===== config.mk =====
export PLATFORM = sky130hd
export DESIGN_NAME = ppul_lift_cell
export DESIGN_NICKNAME = d
export VERILOG_FILES = /design/src/hdl/ppul_pkg.sv /design/src/hdl/ppul_lift_cell.sv
export SDC_FILE = /design/constraint.sdc
export NUM_CORES = 2
export LEC_CHECK = 0
export BUFFER_PORTS_ARGS = -buffer_cell sky130_fd_sc_hd__buf_2
export CORE_UTILIZATION = 55
export DETAILED_ROUTE_END_ITERATION = 8
export GPL_ROUTABILITY_DRIVEN = 0
export PLACE_DENSITY = 0.73
export SLEW_MARGIN = 20
export SYNTH_ARGS = -nofsm -noshare
export SYNTH_HDL_FRONTEND = slang
export SYNTH_SLANG_ARGS = --single-unit
export TNS_END_PERCENT = 20

===== constraint.sdc =====
create_clock -name clk_i -period 3.9 [get_ports clk_i]
set_clock_uncertainty 0.15 [all_clocks]
set_input_delay 0.78 -clock clk_i [delete_from_list [all_inputs] [get_ports clk_i]]
set_output_delay 0.78 -clock clk_i [all_outputs]
set_load 0.01 [all_outputs]

===== src/hdl/ppul_pkg.sv =====
`default_nettype none
package ppul_pkg;

  localparam int ITERATIONS_DEF = 8;
  localparam int FRAC_BITS_DEF  = 24;
  localparam int PIX_FRAC       = 4;
  localparam int INVF_FRAC      = 32;

  // register indexes
  localparam logic [2:0] REG_K1 = 3'd0;
  localparam logic [2:0] REG_K2 = 3'd1;
  localparam logic [2:0] REG_P1 = 3'd2;
  localparam logic [2:0] REG_P2 = 3'd3;
  localparam logic [2:0] REG_IFX = 3'd4;
  localparam logic [2:0] REG_IFY = 3'd5;
  localparam logic [2:0] REG_CX = 3'd6;
  localparam logic [2:0] REG_CY = 3'd7;

  typedef struct packed {
    logic [15:0] pixel_x;
    logic [15:0] pixel_y;
  } ppul_req_t;

  typedef struct packed {
    logic signed [31:0] norm_x;
    logic signed [31:0] norm_y;
    logic               saturated;
  } ppul_rsp_t;

  typedef struct packed {
    logic signed [31:0] k1;
    logic signed [31:0] k2;
    logic signed [31:0] p1;
    logic signed [31:0] p2;
  } ppul_coef_t;

  // point travelling down the chain; lsat is clipping in the lift alone
  typedef struct packed {
    logic signed [31:0] xd;
    logic signed [31:0] yd;
    logic signed [31:0] xu;
    logic signed [31:0] yu;
    logic               sat;
    logic               lsat;
  } ppul_item_t;

  typedef struct packed {
    logic               clip;
    logic signed [31:0] val;
  } ppul_sat_t;

  function automatic logic signed [63:0] sx32(input logic signed [31:0] a);
    return {{32{a[31]}}, a};
  endfunction

  function automatic ppul_sat_t sat32(input logic signed [63:0] v);
    ppul_sat_t r;
    if (v > 64'sd2147483647) begin
      r.clip = 1'b1;
      r.val  = 32'sh7FFF_FFFF;
    end else if (v < -64'sd2147483648) begin
      r.clip = 1'b1;
      r.val  = 32'sh8000_0000;
    end else begin
      r.clip = 1'b0;
      r.val  = v[31:0];
    end
    return r;
  endfunction

  // round half up, arithmetic shift
  function automatic logic signed [63:0] rnd(input logic signed [63:0] p, input int s);
    return (p + (64'sd1 <<< (s - 1))) >>> s;
  endfunction

  function automatic ppul_sat_t qmul(input logic signed [31:0] a,
                                     input logic signed [31:0] b, input int frac);
    logic signed [63:0] p;
    p = sx32(a) * sx32(b);
    return sat32(rnd(p, frac));
  endfunction

  // copy of a point with a new clip flag
  function automatic ppul_item_t with_sat(input ppul_item_t it, input logic s);
    ppul_item_t r;
    r     = it;
    r.sat = s;
    return r;
  endfunction

  // copy of a point with a new estimate and clip flag
  function automatic ppul_item_t with_est(input ppul_item_t it,
                                          input logic signed [31:0] xu,
                                          input logic signed [31:0] yu, input logic s);
    ppul_item_t r;
    r     = it;
    r.xu  = xu;
    r.yu  = yu;
    r.sat = s;
    return r;
  endfunction

endpackage
`default_nettype wire


===== src/hdl/ppul_lift_cell.sv =====
`default_nettype none
module ppul_lift_cell import ppul_pkg::*; #(
  parameter int FRAC_BITS = FRAC_BITS_DEF
) (
  input  wire logic        clk_i,
  input  wire logic        rst_ni,
  input  wire logic        en_i,
  input  wire logic        valid_i,
  input  wire ppul_req_t   req_i,
  input  wire logic [39:0] inv_fx_i,
  input  wire logic [39:0] inv_fy_i,
  input  wire logic [15:0] cx_i,
  input  wire logic [15:0] cy_i,
  output logic             valid_o,
  output ppul_item_t       item_o
);
  localparam int Shift = PIX_FRAC + INVF_FRAC - FRAC_BITS;

  logic               va_q, vb_q;
  logic signed [57:0] px_q, py_q;
  logic signed [16:0] dx, dy;
  ppul_sat_t          lx, ly;
  ppul_item_t         it_q;

  assign dx = $signed({1'b0, req_i.pixel_x}) - $signed({1'b0, cx_i});
  assign dy = $signed({1'b0, req_i.pixel_y}) - $signed({1'b0, cy_i});
  assign lx = sat32(rnd(64'(px_q), Shift));
  assign ly = sat32(rnd(64'(py_q), Shift));

  always_ff @(posedge clk_i or negedge rst_ni) begin
    if (!rst_ni) begin
      va_q <= 1'b0;
      vb_q <= 1'b0;
    end else if (en_i) begin
      va_q <= valid_i;
      vb_q <= va_q;
    end
  end

  always_ff @(posedge clk_i) begin
    if (en_i) begin
      px_q    <= $signed({1'b0, inv_fx_i}) * dx;
      py_q    <= $signed({1'b0, inv_fy_i}) * dy;
      it_q.xd <= lx.val;
      it_q.yd <= ly.val;
      it_q.xu <= lx.val;
      it_q.yu <= ly.val;
      it_q.sat  <= lx.clip | ly.clip;
      it_q.lsat <= lx.clip | ly.clip;
    end
  end

  assign valid_o = vb_q;
  assign item_o  = it_q;
endmodule
`default_nettype wire


==> results by group <==
Outcome
  – Status: finished, violations left
  – Failing checks: DRC, setup timing

Yosys
  – Yosys top cell area share: 43.3%
  – Sequential fraction of the synthesis area: 9.17%
  – Post-synthesis compound-gate area fraction: 4.88%
  – Top post-synthesis cells by area: fa_1 43%, inv_1 11%, edfxtp_1 9.1%
  – XOR/XNOR share of the synthesized area: 3.08%
  – Synth Flop Type: edfxtp_1
  – Largest family of logic cells by synthesized area: adder cells
  – Mapped Area: 0.0526 mm²
  – Synth warnings: 0
  – FFs w/ async S/R, synth: 1.24%
  – Post-synthesis mux area share: 0.0642%
  – Area leader, netlist: fa_1
  – Seq cells post-synth: 161
  – Avg Cell Area, Syn: 8.91 µm²
  – Synth Instances: 5907
  – Adder-Cell Fraction of Synth Area: 52.2%
  – Simple-gate share of the synthesized area: 17.2%
  – Post-synth EDFFs: 159
  – Syn_nets: 7569
  – Distinct cells, synth: 84

Min path
  – Hold Crit Class: reg2reg

Setup path
  – Slowest library cell on the worst path: fa_1
  – Crit path arrival time: 8.65 ns
  – Crit-path max FO: 6
  – Worst path buffer plus inverter count: 6
  – WP data required: 3.94 ns
  – Critical path capture point type: register
  – Largest stage delay, worst path: 0.56 ns
  – Crit path launch type: input pin
  – Crit path top cell by count: fa_1
  – Cell family with most CP delay: adder cells
  – Crit Path Class: in2reg

CTS
  – H-tree levels: 4
  – Worst skew pair latency: 0.45 ns
  – CTS buffer count: 17
  – Sink Count: 161
  – CTS root buf: clkbuf_16
  – Clock transition at the registers of the reported paths: 0.07 ns
  – CTS tree: done
  – Max clock buf depth: 2

STA
  – Max Clk Rate: 116 MHz
  – Total count of max-transition violations in the final report: 0
  – Worst slew pin tran: 0.779 ns
  – RSZ-0062 raised after global routing: yes
  – Final Setup Violations: 94
  – Min cycle time layout: 8.60 ns
  – Slew HR: 48.1%
  – Fin. Hold Viols: 0
  – Fin worst setup slack: -4.70 ns
  – Period utilization: 221%

Detailed routing
  – Via count: 42400
  – DRC Markers: 2
  – Post-Route WL: 140000 µm
  – Vias per Instance: 5.32
  – Post-route ant nets: 0
  – Routed wire length per instance: 17.6 µm
  – DR iter-0 viols: 3200
  – DR pass1 iterations: 8

Layout
  – Area Overhead vs Synth: 20.3%
  – Share of cells above drive strength 1: 21.2%
  – Seq. cell area: 0.00482 mm²
  – Multi-input gate area in the final layout: 0.0425 mm²
  – Nets@finish: 8339
  – # fillers: 7218

Floorplanning
  – Core ar.: 0.0949 mm²
  – Die Width: 311 µm
  – IO Pins: 279
  – Starting Density: 55.5%
  – Rows: 113
  – DIE HEIGHT: 311 µm
  – Die footprint: 0.0969 mm²

Placed design
  – Hpwl dp: 118000 µm
  – Post-placement worst setup slack: -5.41 ns
  – Port bufs: 278

Global routing
  – Overall Global Routing Usage: 29.4%
  – Largest net degree at the start of global routing: 80
  – M3 GR Usage: 5.30%
  – First-pass GRT wire length: 229000 µm
  – M1 GR Usage: 38.8%
  – Gr busiest metal: met2
  – Initial antenna violation count: 6
  – Met2 global-route usage: 49.3%
  – Vias in the first global route: 45400
  – Total gr overflow: 0

Run
  – Max-cap violations: 0
cells in the mapped netlist, types with 11 or more instances:
| cell | number |
|---|---|
| o21ai_2 | 31 |
| o21ai_1 | 43 |
| xor2_1 | 81 |
| fa_1 | 1138 |
| nand3_1 | 64 |
| ha_1 | 376 |
| a21o_1 | 55 |
| nand3b_1 | 27 |
| and2_1 | 203 |
| or3_1 | 12 |
| nor2_1 | 155 |
| a21oi_1 | 88 |
| nor2b_1 | 177 |
| o21ai_0 | 47 |
| and3_1 | 31 |
| edfxtp_1 | 159 |
| nand2_1 | 970 |
| inv_1 | 1477 |
| nand2b_1 | 25 |
| xnor2_1 | 104 |
| nor3_1 | 35 |
| buf_4 | 68 |
| nand4_1 | 43 |
| and4_1 | 17 |
| clkbuf_1 | 246 |
| and3b_1 | 61 |
| or2_1 | 11 |
| a211oi_1 | 17 |
final timing paths:
path	startpoint	end	slack [ns]	depth (start not counted)
min in group asynchronous	rst_ni	va_q$_DFFE_PN0P_	0.51	2
setup / recovery	req_i[16]	px_q[57]$_DFFE_PP_	-4.70	35
setup reg to reg	px_q[19]$_DFFE_PP_	item_o[1]$_DFFE_PP_	0.42	11
hold / removal	va_q$_DFFE_PN0P_	va_q$_DFFE_PN0P_	0.36	1
hold reg to reg	va_q$_DFFE_PN0P_	va_q$_DFFE_PN0P_	0.36	1
max in group asynchronous	rst_ni	valid_o$_DFFE_PN0P_	2.98	2
through the flow:
stage	area [µm²]	cells	hold slack [ns]	setup TNS [ns]	util, %
finish	63300	7956	0.361	-386.96	66.7
global route	63300	7956	0.383	-411.19	66.7
CTS	62500	7930	0.359	-381.23	65.8
detailed placement	60500	7852	0.342	-455.42	63.8
global placement	60500	7852	0.337	-443.54	63.8
floorplan	53000	5907	0.325	-364.74	-
cell families (layout without fill, tap and decap cells):
family	count (synthesis)	after routing
fa+ha+maj	1514	1514
other cells	0	1
simple gates	1859	1859
compound gates	384	384
flops	161	161
xor+xnor	185	185
mux	3	3
buf+inv	1801	2584
registers in the layout, summed over array words and instances, names as in the netlist:
register and count:
item_o 65, px_q 47, py_q 47, va_q 1, valid_o 1
cells in the final DEF (no fill, tap or decap), types with 84 or more instances in the layout:
| cell | count |
|---|---|
| nand2_1 | 953 |
| buf_2 | 271 |
| edfxtp_1 | 159 |
| xnor2_1 | 84 |
| fa_1 | 1125 |
| ha_1 | 340 |
| nor2b_1 | 172 |
| and2_1 | 192 |
| nor2_1 | 137 |
| buf_4 | 708 |
| inv_1 | 1460 |
cell type report:
type	instances	share of cell area (%)
Clock buffer	17	0.672
Timing Repair Buffer	1074	13.0
Tap cell	1265	2.50
Sequential cell	161	7.63
Inverter	1478	8.81
Antenna cell	1	0.00396
Clock inverter	15	0.314
Multi-Input combinational cell	3945	67.1
per-layer routing:
metal | up-vias | wire (µm) | part of all wire, %
li1 | 19000 | - | -
met1 | 21200 | 56500 | 40
met2 | 1860 | 67200 | 48
met3 | 307 | 11900 | 8.5
met4 | 4 | 4520 | 3.2
met5 | - | 27 | 0.019
worst reg2reg max path: stages (launching register included):
cell and delay [ns]:
edfxtp_1 0.47, and3_1 0.27, nand4_1 0.18, or3_1 0.51, nor3_2 0.25, nand2_1 0.12
mux2_1 0.32, o22ai_1 0.16, nand3_1 0.15, o21ai_4 0.20, buf_12 0.24, nand4b_1 0.19
timing repair:
item / in CTS / in global routing
setup buffers: 43 / 24
resized for setup: 185 / 143
hold buffers: 1 / 0
pin swaps: 91 / 113
endpoints found under the setup margin: 94 / 94
cloned: 2 / 3
hold endpoints to repair: 2 / 0
Power is not shown: default switching activity piles up to over one toggle a cycle in this logic, so the estimate is an artifact.
